## src/rtl/core/clsr_pkg.sv

```systemverilog
// types and constants shared by the combined lcg shuffle generator
`default_nettype none
package clsr_pkg;

  localparam logic [30:0] MOD1     = 31'd2147483563;
  localparam logic [30:0] MOD2     = 31'd2147483399;
  localparam logic [15:0] MUL1     = 16'd40014;
  localparam logic [15:0] MUL2     = 16'd40692;
  localparam logic [7:0]  FOLD1    = 8'd85;
  localparam logic [7:0]  FOLD2    = 8'd249;
  localparam logic [7:0]  FRAC_MUL = 8'd170;
  localparam logic [30:0] RAW_TOP  = 31'd2147483562;
  localparam logic [31:0] FRAC_CAP = 32'd4294966780;
  localparam logic [30:0] Y_INIT   = 31'd123456789;

  typedef enum logic [2:0] {
    ST_IDLE,
    ST_SEED_MUL,
    ST_SEED_RED,
    ST_MUL,
    ST_RED
  } clsr_state_t;

  typedef struct packed {
    logic load_seed;
    logic mul;
    logic red_seed;
    logic red_next;
  } clsr_cmd_t;

  typedef struct packed {
    logic busy;
    logic cnt_zero;
  } clsr_sts_t;

endpackage
`default_nettype wire

```

## src/rtl/core/clsr_ctrl.sv

```systemverilog
// sequencer for seeding and deviate steps
`default_nettype none
module clsr_ctrl (
  input  wire                   clk,
  input  wire                   rst_n,
  input  wire                   in_valid,
  input  wire                   in_func,
  output logic                  in_ready,
  input  clsr_pkg::clsr_sts_t   sts,
  output clsr_pkg::clsr_cmd_t   cmd
);
  import clsr_pkg::*;

  clsr_state_t state_r, state_nxt;

  always_ff @(posedge clk) begin
    if (!rst_n) begin
      state_r <= ST_IDLE;
    end else begin
      state_r <= state_nxt;
    end
  end

  always_comb begin
    state_nxt = state_r;
    cmd       = '0;
    in_ready  = 1'b0;
    unique case (state_r)
      ST_IDLE: begin
        in_ready = !sts.busy;
        if (in_valid && !sts.busy) begin
          if (in_func) begin
            cmd.load_seed = 1'b1;
            state_nxt     = ST_SEED_MUL;
          end else begin
            cmd.mul   = 1'b1;
            state_nxt = ST_RED;
          end
        end
      end
      ST_SEED_MUL: begin
        cmd.mul   = 1'b1;
        state_nxt = ST_SEED_RED;
      end
      ST_SEED_RED: begin
        cmd.red_seed = 1'b1;
        state_nxt    = sts.cnt_zero ? ST_MUL : ST_SEED_MUL;
      end
      ST_MUL: begin
        cmd.mul   = 1'b1;
        state_nxt = ST_RED;
      end
      ST_RED: begin
        cmd.red_next = 1'b1;
        state_nxt    = ST_IDLE;
      end
      default: state_nxt = ST_IDLE;
    endcase
  end

endmodule
`default_nettype wire

```

## src/rtl/core/clsr_dp.sv

```systemverilog
// generators, shuffle table, slot select and output word register
`default_nettype none
module clsr_dp #(
  parameter int TABLE_DEPTH = 32
) (
  input  wire                   clk,
  input  wire                   rst_n,
  input  wire  [30:0]           in_seed_value,
  input  clsr_pkg::clsr_cmd_t   cmd,
  output clsr_pkg::clsr_sts_t   sts,
  output logic                  out_valid,
  input  wire                   out_ready,
  output logic [30:0]           out_raw_value,
  output logic [31:0]           out_unit_fraction
);
  import clsr_pkg::*;

  localparam int AW       = $clog2(TABLE_DEPTH);
  localparam int CW       = $clog2(TABLE_DEPTH + 8);
  localparam int SLOT_DIV = 1 + int'(RAW_TOP) / TABLE_DEPTH;

  function automatic logic [30:0] mod_fold(input logic [46:0] p, input logic [30:0] m,
                                           input logic [7:0] fold);
    logic [23:0] hf;
    logic [31:0] s;
    hf = 24'(p[46:31]) * 24'(fold);
    s  = {1'b0, p[30:0]} + {8'b0, hf};
    if (s >= {1'b0, m}) s = s - {1'b0, m};
    return s[30:0];
  endfunction

  function automatic logic [31:0] to_frac(input logic [30:0] v);
    logic [38:0] t;
    logic [14:0] qf;
    logic [31:0] r;
    logic [32:0] f;
    t  = 39'(v) * 39'(FRAC_MUL);
    qf = 15'(t[38:31]) * 15'(FOLD1);
    r  = {1'b0, t[30:0]} + {17'b0, qf};
    f  = {1'b0, v, 1'b0} + 33'(t[38:31]) + 33'(r >= {1'b0, MOD1});
    if (f > {1'b0, FRAC_CAP}) return FRAC_CAP;
    return f[31:0];
  endfunction

  logic [30:0]          x_r, x_nxt, y_r, y_nxt, last_r, last_nxt;
  logic [CW-1:0]        cnt_r, cnt_nxt;
  logic [46:0]          p1_r, p2_r;
  logic [AW-1:0]        slot_r, slot;
  logic [30:0]          tbl_mem [TABLE_DEPTH];
  logic [TABLE_DEPTH-1:0] tbl_vld_r;
  logic [30:0]          rd_r;
  logic                 rd_vld_r;
  logic                 res_pend_r, out_valid_r;
  logic [30:0]          out_raw_r;
  logic [31:0]          out_frac_r;
  logic [TABLE_DEPTH:0] ge;
  logic [TABLE_DEPTH-1:0] edge_hit;
  logic [30:0]          seed_eff, x_red, y_red, sel, last_new;
  logic [31:0]          diff;
  logic                 tbl_we, out_load;
  logic [AW-1:0]        tbl_wa;

  // slot = last / SLOT_DIV via constant thresholds
  assign ge[0]           = 1'b1;
  assign ge[TABLE_DEPTH] = 1'b0;
  for (genvar k = 1; k < TABLE_DEPTH; k++) begin : g_thr
    localparam logic [31:0] THR = 32'(k * SLOT_DIV);
    assign ge[k] = {1'b0, last_r} >= THR;
  end

  always_comb begin
    slot = '0;
    for (int k = 0; k < TABLE_DEPTH; k++) begin
      edge_hit[k] = ge[k] & ~ge[k+1];
      if (edge_hit[k]) slot = slot | AW'(k);
    end
  end

  assign seed_eff = (in_seed_value == '0) ? 31'd1 : in_seed_value;
  assign x_red    = mod_fold(p1_r, MOD1, FOLD1);
  assign y_red    = mod_fold(p2_r, MOD2, FOLD2);
  assign sel      = rd_vld_r ? rd_r : '0;

  always_comb begin
    if ({1'b0, sel} > {1'b0, y_red}) begin
      diff = {1'b0, sel} - {1'b0, y_red};
    end else begin
      diff = {1'b0, sel} + {1'b0, RAW_TOP} - {1'b0, y_red};
    end
  end
  assign last_new = diff[30:0];

  assign tbl_we = (cmd.red_seed && (cnt_r < CW'(TABLE_DEPTH))) || cmd.red_next;
  assign tbl_wa = cmd.red_next ? slot_r : cnt_r[AW-1:0];

  always_comb begin
    x_nxt    = x_r;
    y_nxt    = y_r;
    last_nxt = last_r;
    cnt_nxt  = cnt_r;
    if (cmd.load_seed) begin
      x_nxt   = seed_eff;
      y_nxt   = seed_eff;
      cnt_nxt = CW'(TABLE_DEPTH + 7);
    end
    if (cmd.red_seed) begin
      x_nxt = x_red;
      if (cnt_r != '0) begin
        cnt_nxt = cnt_r - 1'b1;
      end else begin
        last_nxt = x_red;
      end
    end
    if (cmd.red_next) begin
      x_nxt    = x_red;
      y_nxt    = y_red;
      last_nxt = last_new;
    end
  end

  always_ff @(posedge clk) begin
    if (!rst_n) begin
      x_r    <= 31'd1;
      y_r    <= Y_INIT;
      last_r <= '0;
      cnt_r  <= '0;
    end else begin
      x_r    <= x_nxt;
      y_r    <= y_nxt;
      last_r <= last_nxt;
      cnt_r  <= cnt_nxt;
    end
  end

  always_ff @(posedge clk) begin
    if (cmd.mul) begin
      p1_r   <= 47'(MUL1) * 47'(x_r);
      p2_r   <= 47'(MUL2) * 47'(y_r);
      slot_r <= slot;
    end
  end

  // shuffle table
  always_ff @(posedge clk) begin
    if (tbl_we) tbl_mem[tbl_wa] <= x_red;
    if (cmd.mul) begin
      rd_r     <= tbl_mem[slot];
      rd_vld_r <= tbl_vld_r[slot];
    end
  end

  always_ff @(posedge clk) begin
    if (!rst_n) begin
      tbl_vld_r <= '0;
    end else if (tbl_we) begin
      tbl_vld_r[tbl_wa] <= 1'b1;
    end
  end

  // output word register
  assign out_load = res_pend_r && (!out_valid_r || out_ready);

  always_ff @(posedge clk) begin
    if (!rst_n) begin
      res_pend_r  <= 1'b0;
      out_valid_r <= 1'b0;
    end else begin
      if (cmd.red_next) begin
        res_pend_r <= 1'b1;
      end else if (out_load) begin
        res_pend_r <= 1'b0;
      end
      if (out_load) begin
        out_valid_r <= 1'b1;
      end else if (out_ready) begin
        out_valid_r <= 1'b0;
      end
    end
  end

  always_ff @(posedge clk) begin
    if (out_load) begin
      out_raw_r  <= last_r;
      out_frac_r <= to_frac(last_r);
    end
  end

  assign sts.busy          = res_pend_r && !out_load;
  assign sts.cnt_zero      = (cnt_r == '0);
  assign out_valid         = out_valid_r;
  assign out_raw_value     = out_raw_r;
  assign out_unit_fraction = out_frac_r;

endmodule
`default_nettype wire

```

## src/rtl/core/combined_lcg_shuffle_rng_core.sv

```systemverilog
// top level of the combined lcg generator with shuffle table
//
//   port group  dir  handshake           word
//   in_*        in   in_valid/in_ready   in_func, in_seed_value
//   out_*       out  out_valid/out_ready out_raw_value, out_unit_fraction
//
// next word: multiply, then fold and table update, both on the shared multiplier and fold
//   pair; the word passes a pending register, then the output register
// seed word: load, TABLE_DEPTH+8 multiply/fold steps (last TABLE_DEPTH fill table), next step
// reset: generators at 1 and 123456789, previous output 0, table reads as zero
// stalls: one output register plus one pending word; input stalls once both hold
`default_nettype none
module combined_lcg_shuffle_rng_core #(
  parameter int TABLE_DEPTH = 32
) (
  input  wire         clk,
  input  wire         rst_n,
  input  wire         in_valid,
  output logic        in_ready,
  input  wire         in_func,
  input  wire  [30:0] in_seed_value,
  output logic        out_valid,
  input  wire         out_ready,
  output logic [30:0] out_raw_value,
  output logic [31:0] out_unit_fraction
);
  import clsr_pkg::*;

  clsr_cmd_t cmd;
  clsr_sts_t sts;

  clsr_ctrl u_ctrl (
    .clk      (clk),
    .rst_n    (rst_n),
    .in_valid (in_valid),
    .in_func  (in_func),
    .in_ready (in_ready),
    .sts      (sts),
    .cmd      (cmd)
  );

  clsr_dp #(
    .TABLE_DEPTH (TABLE_DEPTH)
  ) u_dp (
    .clk               (clk),
    .rst_n             (rst_n),
    .in_seed_value     (in_seed_value),
    .cmd               (cmd),
    .sts               (sts),
    .out_valid         (out_valid),
    .out_ready         (out_ready),
    .out_raw_value     (out_raw_value),
    .out_unit_fraction (out_unit_fraction)
  );

  a_cmd_onehot: assert property (@(posedge clk) disable iff (!rst_n)
    $onehot0({cmd.load_seed, cmd.mul, cmd.red_seed, cmd.red_next}))
    else $error("more than one datapath command");

  a_next_fold: assert property (@(posedge clk) disable iff (!rst_n)
    (in_valid && in_ready && !in_func) |=> cmd.red_next)
    else $error("next word not folded in the following cycle");

  a_fold_room: assert property (@(posedge clk) disable iff (!rst_n)
    cmd.red_next |-> !sts.busy)
    else $error("fold with a word still pending");

  a_seed_done: assert property (@(posedge clk) disable iff (!rst_n)
    (cmd.red_seed && sts.cnt_zero) |=> cmd.mul)
    else $error("seed warm-up not followed by a deviate step");

endmodule
`default_nettype wire
```

## config.mk

```make
export PLATFORM = sky130hd
export DESIGN_NAME = combined_lcg_shuffle_rng_core
export DESIGN_NICKNAME = d
export VERILOG_FILES = /design/src/rtl/core/clsr_pkg.sv /design/src/rtl/core/clsr_ctrl.sv /design/src/rtl/core/clsr_dp.sv /design/src/rtl/core/combined_lcg_shuffle_rng_core.sv
export SDC_FILE = /design/constraint.sdc
export NUM_CORES = 2
export LEC_CHECK = 0
export BUFFER_PORTS_ARGS = -buffer_cell sky130_fd_sc_hd__buf_4
export CORE_ASPECT_RATIO = 0.6
export CORE_MARGIN = 8
export CORE_UTILIZATION = 55
export CTS_CLUSTER_DIAMETER = 150
export CTS_CLUSTER_SIZE = 10
export DETAILED_ROUTE_END_ITERATION = 8
export PLACE_DENSITY = 0.79
export RECOVER_POWER = 25
export SYNTH_ARGS = -nofsm -noshare
export SYNTH_HDL_FRONTEND = slang
export SYNTH_SLANG_ARGS = --single-unit
```

## constraint.sdc

```tcl
create_clock -name clk -period 32.4 [get_ports clk]
set_input_delay 1.62 -clock clk [delete_from_list [all_inputs] [get_ports clk]]
set_output_delay 1.62 -clock clk [all_outputs]
set_load 0.01 [all_outputs]
```

==> results.sh <==
export IMPL_status="finished, violations left"
export IMPL_failed_checks="capacitance limit, slew limit"
export IMPL_rows=111
export IMPL_final_fill_count=11900
export IMPL_track_usage=0.300
export IMPL_postCtsSetupBuffers=0
export IMPL_clk_latency_ns=0.80
export IMPL_start_util=0.552
export IMPL_r2r_cells=52
export IMPL_syn_inst=7517
export IMPL_ys_types=99
export IMPL_mostFrequentLayoutCells="1183 x edfxtp_1, 1050 x nand2_1, 834 x inv_1, 711 x ha_1, 524 x fa_1"
export IMPL_path_max_fanout=19
export IMPL_cp_slowest_cell="dfxtp_1"
export IMPL_finalCritPeriodShare=0.480
export IMPL_grt_pass1_vias=59700
export IMPL_areaGrowthSynthToFinish_pct=9.15
export IMPL_fin_skew_ns=0.0617
export IMPL_slowest_delay_ns=0.92
export IMPL_holdPathStages=2
export IMPL_cts_resized=0
export IMPL_fp_dieH_um=319
export IMPL_dp_hpwl_mm=177
export IMPL_cts_max_level=4
export IMPL_syn_nets=8788
export IMPL_first_pass_iters=8
export IMPL_boundaryPins=101
export IMPL_holdBufCountCts=0
export IMPL_cts_buffers_inserted=149
export IMPL_ys_warnings_count=0
export IMPL_cts_root_buf="clkbuf_16"
export IMPL_fin_tns_setup_ns=0
export IMPL_worst_setup_path_type="reg -> reg"
export IMPL_finish_net_count=8886
export IMPL_clkTransAtPathRegs_ns=0.07
export IMPL_cts_tree="yes"
export IMPL_hold_slack_ns=0.471
export IMPL_yosys_area_top_type="edfxtp_1"
export IMPL_drv_cap=25
export IMPL_multiInputGateArea_mm2=0.0420
export IMPL_ys_seq_elements=1319
export IMPL_synthFlopType="edfxtp_1"
export IMPL_synth_edf_count=1183
export IMPL_ant_nets=0
export IMPL_required_ns=32.93
export IMPL_ff_latch_area_mm2=0.0382
export IMPL_min_period_ns=15.55
export IMPL_hp_class="reg -> reg"
export IMPL_rsz0062_at_grt="false"
export IMPL_wl_per_cell_um=26.3
export IMPL_slew_viol_final=785
export IMPL_fmax_mhz=64.3
export IMPL_gp_congestion=0.996
export IMPL_drive_gt1_frac=0.0601
export IMPL_syn_area_mm2=0.0840
export IMPL_antenna_found_initial=12
export IMPL_cts_buffer_depth=3
export IMPL_netlist_top_cells_area="edfxtp_1 42%, fa_1 12%, ha_1 11%"
export IMPL_start_kind="flop"
export IMPL_grt_first_pass_wirelength_mm=378
export IMPL_port_buffers=100
export IMPL_finalHoldViolCount=0
export IMPL_max_slew_margin=-1.17
export IMPL_drc=0
export IMPL_core_area_mm2=0.152
export IMPL_grt_max_degree=197
export IMPL_cts_sinks=1319
export IMPL_die_x_um=521
export IMPL_viasPerCell=6.33
export IMPL_final_common_cell="edfxtp_1"
export IMPL_drtIter0Drc=8893
export IMPL_finalSetupViolCount=0
export IMPL_yosysTopAreaCellShare=0.423
export IMPL_dieArea_mm2=0.166
export IMPL_dr_total_vias=61500
export IMPL_worstMarginPinSlew_ns=3.25
export IMPL_grt_overflow=0
export IMPL_synth_area_per_cell_um2=11.2
export IMPL_crit_path_end_kind="flop"
export IMPL_wl_mm=255
export IMPL_seq_area_frac_synth=0.455
export IMPL_crit_arrival_ns=16.09
export IMPL_ys_async_sr_fraction=0
==> sequential cells by signal, summed over array words and instances, names as in the netlist <==
signal                  count
u_dp.last_r                31
u_dp.p2_r                  45
u_dp.y_r                   31
u_dp.out_valid              1
u_dp.tbl_vld_r             32
u_dp.rd_vld_r               1
u_dp.tbl_mem              992
u_dp.out_unit_fraction     32
u_ctrl.state_r              3
u_dp.cnt_r                  6
u_dp.slot_r                 5
u_dp.res_pend_r             1
u_dp.x_r                   31
u_dp.out_raw_value         31
u_dp.p1_r                  46
u_dp.rd_r                  31
==> worst max-delay path, delay by kind of cell (launching register included) <==
kind	cells	cell delay, ns
adder cells (fa/ha/maj)	13	5.28
AO/OA/AOI/OAI	21	5.15
AND/OR/NAND/NOR	9	2.71
flip-flops	1	0.92
XOR/XNOR	3	0.76
buffers and inverters	6	0.46
==> Yosys cell counts (33+ instances only) <==
library cell,instances
fa_1,524
nand2_1,1051
mux2i_1,112
o22ai_1,72
a21o_1,121
o21a_1,43
nor2_1,369
a31oi_1,124
edfxtp_1,1183
xnor2_1,177
dfxtp_1,136
ha_1,711
nand2b_1,43
nor4_1,33
a21oi_1,307
clkbuf_1,205
nand3_1,207
and2_1,37
buf_2,42
o21ai_1,34
a211oi_1,71
nor3_1,110
a311oi_1,75
xor2_1,112
nand4_1,73
and3_1,129
inv_1,835
o21ai_0,166
==> layout make-up <==
cell class	instances	share of cell area
Sequential cell	1319	0.417
Multi-Input combinational cell	5082	0.458
Clock buffer	196	0.0426
Antenna cell	4	0.000109
Tap cell	2034	0.0278
Clock inverter	15	0.00408
Timing Repair Buffer	223	0.0163
Inverter	840	0.0345
==> final timing paths <==
kind / slack (ns) / start / end
worst max-delay path: 16.85 / u_dp.last_r[4]$_SDFFE_PN0P_ / u_dp.out_unit_fraction[0]$_SDFFCE_PN0P_
worst min-delay path: 0.47 / u_dp.tbl_vld_r[15]$_SDFFE_PN0P_ / u_dp.tbl_vld_r[15]$_SDFFE_PN0P_
worst max register to register: 16.85 / u_dp.last_r[4]$_SDFFE_PN0P_ / u_dp.out_unit_fraction[0]$_SDFFCE_PN0P_
worst min register to register: 0.47 / u_dp.tbl_vld_r[15]$_SDFFE_PN0P_ / u_dp.tbl_vld_r[15]$_SDFFE_PN0P_
==> metal layers <==
metal	up-vias	global-route usage	routed length (um)
met2	4052	0.407	102000
met1	30200	0.448	106000
met4	12	0.103	9340
li1	26700	-	-
met5	-	0	72
met3	568	0.103	38200
==> cells by family after synthesis <==
group,Yosys count,synth area share
simple gates,2187,0.118
flops,1319,0.455
compound gates,1257,0.100
fa+ha+maj,1236,0.231
buf+inv,1116,0.0514
xor+xnor,289,0.0301
mux,113,0.0135
==> through the flow <==
stage	setup slack (ns)	utilization	instance area (um2)	std cells
final	16.85	0.602	91700	9713
after detailed placement	17.21	0.576	87700	9498
after CTS	17.16	0.604	92000	9709
after global routing	15.81	0.602	91700	9709
after global placement	17.48	0.576	87700	9498
after floorplan	19.44	-	84000	7517
Power is left out: the tool's default activity adds up to more than one toggle a clock period on the data nets, which glitch-free logic cannot reach.
